<file path="config.mk">
export PLATFORM = sky130hd
export DESIGN_NAME = int_to_ascii_radix
export DESIGN_NICKNAME = d
export VERILOG_FILES = /design/src/rtl/ita_pkg.sv /design/src/rtl/int_to_ascii_radix.sv
export SDC_FILE = /design/constraint.sdc
export NUM_CORES = 1
export LEC_CHECK = 0
export BUFFER_PORTS_ARGS = -buffer_cell sky130_fd_sc_hd__buf_4
export CAP_MARGIN = 40
export CORE_UTILIZATION = 30
export CTS_CLUSTER_DIAMETER = 30
export CTS_CLUSTER_SIZE = 28
export DETAILED_ROUTE_END_ITERATION = 10
export GPL_ROUTABILITY_DRIVEN = 0
export SETUP_SLACK_MARGIN = 0.4
export SLEW_MARGIN = 20
export SYNTH_ARGS = -nofsm -noshare
export SYNTH_HDL_FRONTEND = slang
export SYNTH_SLANG_ARGS = --single-unit
export TNS_END_PERCENT = 10
</file>
<file path="constraint.sdc">
create_clock -name clock -period 9.3 [get_ports clock]
set_input_delay 1.86 -clock clock [delete_from_list [all_inputs] [get_ports clock]]
set_output_delay 1.86 -clock clock [all_outputs]
set_load 0.01 [all_outputs]
</file>
<file path="src/rtl/ita_pkg.sv">
`default_nettype none
// ---------------------------------------------------------------------------
// ita_pkg
// Shared types, constants and digit mapping of the integer-to-text converter.
// ---------------------------------------------------------------------------
package ita_pkg;

   typedef enum logic [1:0] {
      ST_IDLE,
      ST_DIV,
      ST_EMIT
   } state_type;

   localparam int unsigned RADIX_W       = 6;
   localparam int unsigned CHAR_W        = 7;
   localparam logic [RADIX_W-1:0] RADIX_MIN   = 6'd2;
   localparam logic [RADIX_W-1:0] RADIX_MAX   = 6'd36;
   localparam logic [RADIX_W-1:0] RADIX_DEC   = 6'd10;
   localparam logic [CHAR_W-1:0]  CHAR_MINUS  = 7'h2d;
   localparam logic [CHAR_W-1:0]  CHAR_ZERO   = 7'h30;
   // 'a' minus ten, so digit 10 maps to 'a'
   localparam logic [CHAR_W-1:0]  CHAR_ALPHA0 = 7'h57;

   // map one digit 0..35 to lower-case ASCII
   function automatic logic [CHAR_W-1:0] digit_char(input logic [RADIX_W-1:0] d);
      logic [CHAR_W-1:0] dx;
      dx = {1'b0, d};
      if (d < RADIX_DEC) begin
         return CHAR_ZERO + dx;
      end else begin
         return CHAR_ALPHA0 + dx;
      end
   endfunction

endpackage
`default_nettype wire

</file>
<file path="src/rtl/int_to_ascii_radix.sv">
`default_nettype none
// ---------------------------------------------------------------------------
// int_to_ascii_radix
// Signed integer to lower-case ASCII text in a programmable radix (2..36).
// ---------------------------------------------------------------------------
// Usage:
//  - req channel: one beat carries a signed INPUT_BITS-bit value. req_ready is
//    high only while the converter is idle.
//  - rsp channel: one beat per character, most significant digit first;
//    rsp_last marks the final character of a value. In radix ten a negative
//    value starts with '-'; other radixes print the value sign-extended to a
//    WORD_BITS-bit unsigned word.
//  - csr channel: always ready; writes the radix. Writes outside 2..36 are
//    dropped and the old radix stays. Write only while the block is idle.
//  - Operation: each digit costs one restoring division by the radix on a
//    single shared subtract/compare unit, one quotient bit per cycle, over
//    MAG_W quotient bits (MAG_W = max(INPUT_BITS, WORD_BITS), 32 by
//    default). An item is accepted, runs its divisions one digit after
//    another, then gives one output beat per character. Radix two on a
//    negative value is the worst case: 32 digits by default.
//  - Reset (synchronous, active high) returns to idle and sets radix ten.
//  - A stalled receiver simply holds the current character; rsp_valid and
//    the payload stay put until taken.
// ---------------------------------------------------------------------------
module int_to_ascii_radix #(
   parameter int unsigned INPUT_BITS = 16,
   parameter int unsigned WORD_BITS  = 32
) (
   input  wire logic                  clock,
   input  wire logic                  reset,
   input  wire logic                  req_valid,
   output      logic                  req_ready,
   input  wire logic signed [INPUT_BITS-1:0] req_value,
   output      logic                  rsp_valid,
   input  wire logic                  rsp_ready,
   output      logic [ita_pkg::CHAR_W-1:0]  rsp_char_code,
   output      logic                  rsp_last,
   input  wire logic                  csr_valid,
   output      logic                  csr_ready,
   input  wire logic [ita_pkg::RADIX_W-1:0] csr_radix
);
   import ita_pkg::*;

   // width of the working magnitude: holds the word and any decimal magnitude
   localparam int unsigned MAG_W = (WORD_BITS > INPUT_BITS) ? WORD_BITS : INPUT_BITS;
   localparam int unsigned BIT_W = $clog2(MAG_W);
   localparam int unsigned CNT_W = $clog2(MAG_W + 1);
   localparam logic [MAG_W-1:0] WORD_MASK = MAG_W'({WORD_BITS{1'b1}});
   localparam logic [BIT_W-1:0] BIT_LAST  = BIT_W'(MAG_W - 1);
   localparam logic [CNT_W-1:0] CNT_ONE   = CNT_W'(1);

   state_type state_ff, state_in;

   logic [RADIX_W-1:0] radix_ff, radix_in;
   logic [MAG_W-1:0]   quo_ff, quo_in;      // dividend shifting out, quotient in
   logic [RADIX_W-1:0] rem_ff, rem_in;      // partial remainder, always < radix
   logic [BIT_W-1:0]   bit_ff, bit_in;      // quotient bit position
   logic [CNT_W-1:0]   cnt_ff, cnt_in;      // digits on the stack
   logic               sign_ff, sign_in;    // '-' still owed in front
   logic [RADIX_W-1:0] stack_ff [MAG_W];    // digit LIFO, top at entry 0
   logic [RADIX_W-1:0] stack_in [MAG_W];

   // shared divide step
   logic [RADIX_W:0]   rem_sh;
   logic               q_bit;
   logic [RADIX_W-1:0] rem_new;
   logic [MAG_W-1:0]   quo_new;
   logic               digit_done;

   // accept-time operand prep
   logic [MAG_W-1:0]   ext;
   logic               neg;
   logic               dec_neg;

   logic req_beat, rsp_beat, push, pop;

   assign csr_ready = 1'b1;
   assign req_beat  = req_valid && req_ready;
   assign rsp_beat  = rsp_valid && rsp_ready;

   // one restoring step: shift in the next dividend bit, trial subtract
   always_comb begin
      rem_sh     = {rem_ff, quo_ff[MAG_W-1]};
      q_bit      = (rem_sh >= {1'b0, radix_ff});
      rem_new    = q_bit ? RADIX_W'(rem_sh - {1'b0, radix_ff}) : RADIX_W'(rem_sh);
      quo_new    = {quo_ff[MAG_W-2:0], q_bit};
      digit_done = (state_ff == ST_DIV) && (bit_ff == BIT_LAST);
   end

   always_comb begin
      neg     = req_value[INPUT_BITS-1];
      ext     = MAG_W'(signed'(req_value));
      dec_neg = neg && (radix_ff == RADIX_DEC);
   end

   // next state
   always_comb begin
      state_in = state_ff;
      case (state_ff)
         ST_IDLE: begin
            if (req_beat) state_in = ST_DIV;
         end
         ST_DIV: begin
            if (digit_done && (quo_new == '0)) state_in = ST_EMIT;
         end
         ST_EMIT: begin
            if (rsp_beat && !sign_ff && (cnt_ff == CNT_ONE)) state_in = ST_IDLE;
         end
         default: state_in = ST_IDLE;
      endcase
   end

   // outputs
   always_comb begin
      req_ready     = 1'b0;
      rsp_valid     = 1'b0;
      rsp_char_code = digit_char(stack_ff[0]);
      rsp_last      = 1'b0;
      case (state_ff)
         ST_IDLE: req_ready = 1'b1;
         ST_DIV:  req_ready = 1'b0;
         ST_EMIT: begin
            rsp_valid = 1'b1;
            if (sign_ff) begin
               rsp_char_code = CHAR_MINUS;
            end else begin
               rsp_last = (cnt_ff == CNT_ONE);
            end
         end
         default: req_ready = 1'b0;
      endcase
   end

   // datapath next values
   always_comb begin
      radix_in = radix_ff;
      quo_in   = quo_ff;
      rem_in   = rem_ff;
      bit_in   = bit_ff;
      cnt_in   = cnt_ff;
      sign_in  = sign_ff;
      push     = 1'b0;
      pop      = 1'b0;

      if (csr_valid && csr_ready && (csr_radix >= RADIX_MIN) && (csr_radix <= RADIX_MAX)) begin
         radix_in = csr_radix;
      end

      if (req_beat) begin
         // load operand: decimal negatives become their magnitude
         quo_in  = dec_neg ? (MAG_W'(0) - ext) : (ext & WORD_MASK);
         rem_in  = '0;
         bit_in  = '0;
         cnt_in  = '0;
         sign_in = dec_neg;
      end else if (state_ff == ST_DIV) begin
         if (digit_done) begin
            // push remainder digit, restart on the quotient
            push   = 1'b1;
            cnt_in = cnt_ff + CNT_ONE;
            quo_in = quo_new;
            rem_in = '0;
            bit_in = '0;
         end else begin
            quo_in = quo_new;
            rem_in = rem_new;
            bit_in = bit_ff + BIT_W'(1);
         end
      end else if ((state_ff == ST_EMIT) && rsp_beat) begin
         if (sign_ff) begin
            sign_in = 1'b0;
         end else begin
            pop    = 1'b1;
            cnt_in = cnt_ff - CNT_ONE;
         end
      end
   end

   // digit LIFO: push shifts up, pop shifts down
   always_comb begin
      for (int i = 0; i < MAG_W; i++) begin
         stack_in[i] = stack_ff[i];
      end
      if (push) begin
         stack_in[0] = rem_new;
         for (int i = 1; i < MAG_W; i++) begin
            stack_in[i] = stack_ff[i-1];
         end
      end else if (pop) begin
         for (int i = 0; i < MAG_W - 1; i++) begin
            stack_in[i] = stack_ff[i+1];
         end
      end
   end

   always_ff @(posedge clock) begin
      if (reset) begin
         state_ff <= ST_IDLE;
         radix_ff <= RADIX_DEC;
         cnt_ff   <= '0;
         sign_ff  <= 1'b0;
         bit_ff   <= '0;
      end else begin
         state_ff <= state_in;
         radix_ff <= radix_in;
         cnt_ff   <= cnt_in;
         sign_ff  <= sign_in;
         bit_ff   <= bit_in;
      end
   end

   always_ff @(posedge clock) begin
      quo_ff <= quo_in;
      rem_ff <= rem_in;
      for (int i = 0; i < MAG_W; i++) begin
         stack_ff[i] <= stack_in[i];
      end
   end

   // radix register never leaves its legal range
   a_radix_legal: assert property (@(posedge clock) disable iff (reset)
      (radix_ff >= RADIX_MIN) && (radix_ff <= RADIX_MAX))
      else $error("radix out of range");

   // emitting always has at least one digit behind it
   a_emit_has_digit: assert property (@(posedge clock) disable iff (reset)
      rsp_valid |-> (cnt_ff != '0))
      else $error("emit with empty digit stack");

   // digit on top of the stack is a valid digit of the radix
   a_digit_bound: assert property (@(posedge clock) disable iff (reset)
      (rsp_valid && !sign_ff) |-> (stack_ff[0] < radix_ff))
      else $error("digit not below radix");

   // final character returns the block to idle
   a_last_idle: assert property (@(posedge clock) disable iff (reset)
      (rsp_valid && rsp_ready && rsp_last) |=> req_ready)
      else $error("not idle after last character");

   // a sign is only owed for decimal output
   a_sign_decimal: assert property (@(posedge clock) disable iff (reset)
      sign_ff |-> (radix_ff == RADIX_DEC))
      else $error("sign pending outside radix ten");

endmodule
`default_nettype wire
</file>
==> impl_metrics.env <==
export IMPL_wire_length_of_the_first_global_routing_pass_um=36700
export IMPL_synth_edff_count=224
export IMPL_yosysTopAreaCell="edfxtp_1"
export IMPL_post_drt_wl_per_cell_um=12.1
export IMPL_first_pass_iters=5
export IMPL_synthesis_area_per_instance_um2=9.83
export IMPL_setup_viol_count_final=0
export IMPL_crit_type="flop to primary output"
export IMPL_detailed_route_drc_error_count=0
export IMPL_synth_nets=1212
export IMPL_yosysTopAreaCellShare_pct=58.6
export IMPL_mappedNetlistArea_um2=11500
export IMPL_synthesis_yosys_warnings=0
export IMPL_clock_latency_ns=0.54
export IMPL_synth_ff_type="edfxtp_1"
export IMPL_fin_skew_ns=0.0193
export IMPL_drt_initial_drc_count=531
export IMPL_clk_pin_slew_ns=0.05
export IMPL_drt_met1_wl_um=10300
export IMPL_initial_antenna_violation_count=0
export IMPL_grt_start_max_net_pins=88
export IMPL_floorplan_io_pins=38
export IMPL_postRouteWirelength_um=21400
export IMPL_clock_tree_from_tritoncts="done"
export IMPL_final_hold_viol_count=0
export IMPL_cp_end_kind="primary output"
export IMPL_design_die_area_um2=39000
export IMPL_cts_hold_buffers_added=0
export IMPL_synth_area_leaders="edfxtp_1 59%, nand2_1 20%, dfxtp_1 4.5%"
export IMPL_post_synth_and_or_nand_nor_area_fraction_pct=24.6
export IMPL_grt_pass1_vias=7747
export IMPL_numCtsBuffers=51
export IMPL_clock_root_buffer="clkbuf_16"
export IMPL_finalCritPeriodShare_pct=42.0
export IMPL_globalRouteOverflowTotal=0
export IMPL_core_um2=37700
export IMPL_worstPathArrival_ns=2.05
export IMPL_layout_drive_gt1_share_pct=11.4
export IMPL_utilization_after_layout_pct=37.5
export IMPL_clock_tree_htree_level_count=2
export IMPL_synthesis_instances=1168
export IMPL_synth_cell_type_count=62
export IMPL_vias_per_cell=4.55
export IMPL_synth_compound_area_share_pct=4.89
export IMPL_clkSinkCount=250
export IMPL_grtUsageTotal_pct=11.3
export IMPL_startpoint_type="flop"
export IMPL_fin_nets=1256
export IMPL_hold_class="flop to flop"
export IMPL_synth_ff_latch_count=250
export IMPL_floorplan_initialDensity_pct=30.5
export IMPL_number_of_buffers_inserted_by_port_buffering=36
export IMPL_n_antenna_cell=0
export IMPL_met2_wirelength_um=9760
export IMPL_fin_cells=1763
export IMPL_critical_path_required_ns=7.44
export IMPL_cts_root_to_sink_buffers=3
export IMPL_synth_top_family_by_area="simple AND/OR/NAND/NOR gates"
export IMPL_p_per_area_nw_per_um2=242
export IMPL_chip_height_um=198
export IMPL_wire_length_on_met3_um=841
export IMPL_placement_stage_cell_area_um2=12300
export IMPL_dpl_hpwl_um=13000
export IMPL_hold_slack_ns=0.446
export IMPL_topRoutingLayerUsed="met4"
export IMPL_drt_antenna_violating_nets=0
export IMPL_power_static_leakage_uw=0.00520
export IMPL_maximum_fanout_encountered_on_the_critical_timing_path=6
export IMPL_timing_fmax_mhz=256
export IMPL_post_synth_xor_area_fraction_pct=2.06
export IMPL_layout_cells_most_common="nand2_1"
export IMPL_ir_worst_vdd_uv=142
export IMPL_grt_setup_unrepaired="false"
export IMPL_layout_cell_area_non_filler_um2=14100
export IMPL_area_growth_synth_to_final_pct=23.0
export IMPL_place_inst=1670
export IMPL_setup_tns_ns=0
export IMPL_slew_headroom_pct=55.7
export IMPL_post_cts_resized=0
export IMPL_postSynth_asyncResetShare_pct=0
export IMPL_layout_filler_cells=3755
export IMPL_cts_setup_buffers=0
export IMPL_layout_min_cycle_time_ns=3.91
export IMPL_max_cap_violations=0
export IMPL_floorplan_die_width_um=198
export IMPL_detailroute_via_count=8016
export IMPL_seq_area_frac_synth_pct=63.1
export IMPL_mostFrequentLayoutCells="608 x nand2_1, 224 x edfxtp_1, 53 x clkbuf_16"
export IMPL_slew_violations=0
export IMPL_run_status="complete, no violations"
export IMPL_tightest_slew_ns=0.664
export IMPL_yosys_mux_area_fraction_pct=0.654
export IMPL_placementRows=71
export IMPL_synthAdderAreaFrac_pct=1.92
sequential cells by signal, indices dropped and copies added, names as in the netlist:
signal    flops
radix_ff      6
quo_ff       32
stack_ff    192
rem_ff        6
cnt_ff        6
state_ff      2
sign_ff       1
bit_ff        5
layer usage:
layer	vias to the layer above	GRT usage, %
li1	4007	-
met1	3850	15.2
met2	117	17.5
met3	42	2.51
met4	0	4.36
met5	-	0
power breakdown:
group | leakage [uW] | switching (uW) | internal, uW | total (uW)
clock network | 0.000887 | 567 | 1320 | 1890
registers | 0.00161 | 25.8 | 1260 | 1280
logic | 0.00270 | 141 | 103 | 243
total | 0.00520 | 733 | 2680 | 3410
path summary, 6_finish.rpt:
path / end / start / slack, ns / cells after the start
max: rsp_char_code[6] / state_ff[1] / 5.39 / 5
min: stack_ff[1][93] / stack_ff[1][87] / 0.45 / 0
max reg2reg: stack_ff[0][52] / bit_ff[0] / 6.05 / 11
min reg2reg: stack_ff[1][93] / stack_ff[1][87] / 0.45 / 0
worst max-delay path, stage by stage, from the launching register on:
cell     delay (ns)
dfxtp_1        0.39
nor2b_1        0.49
and2_1         0.29
a311o_1        0.15
a21oi_1        0.04
buf_4          0.15
synthesized netlist by cell type, types with 2 or more instances:
master,n
buf_4,2
nand3b_1,2
buf_2,12
nor3_1,8
a21o_1,2
xnor2_1,17
ha_1,16
or4_1,3
and2_1,2
edfxtp_1,224
nand4_1,6
buf_1,5
and3_1,3
nand2b_1,6
inv_1,19
nor2_1,37
xor2_1,10
nand2_1,608
o21ai_0,24
nand3_1,10
dfxtp_1,26
nor2b_1,3
a21oi_1,20
a31oi_1,3
clkbuf_1,35
a22oi_1,3
mux2i_1,6
o21a_1,3
o31ai_1,4
nor4_1,8
o21ai_2,2
o21ai_1,9
logic make-up after synthesis:
group	after synthesis
fa+ha+maj	17
simple gates	705
flops	250
other cells	1
buf+inv	75
xor+xnor	27
mux	7
compound gates	86
final cells by class:
| cell class | count | area [um^2] | area share (%) |
|---|---|---|---|
| clock inverter | 30 | 379 | 2.69 |
| clock buffer | 63 | 1420 | 10.1 |
| multi-input combinational | 843 | 3920 | 27.8 |
| tap | 511 | 639 | 4.53 |
| timing repair buffer | 46 | 423 | 3.00 |
| sequential | 250 | 7250 | 51.3 |
| inverter | 20 | 85.1 | 0.603 |
per-stage QoR:
stage / setup slack [ns] / power (uW)
after floorplan: 2.89 / 1480
after global placement: 4.76 / 1540
after detailed placement: 4.98 / 1550
after CTS: 5.33 / 3450
after global routing: 5.23 / 3540
final: 5.39 / 3410
Note: power is estimated with default switching activity, not from simulation.
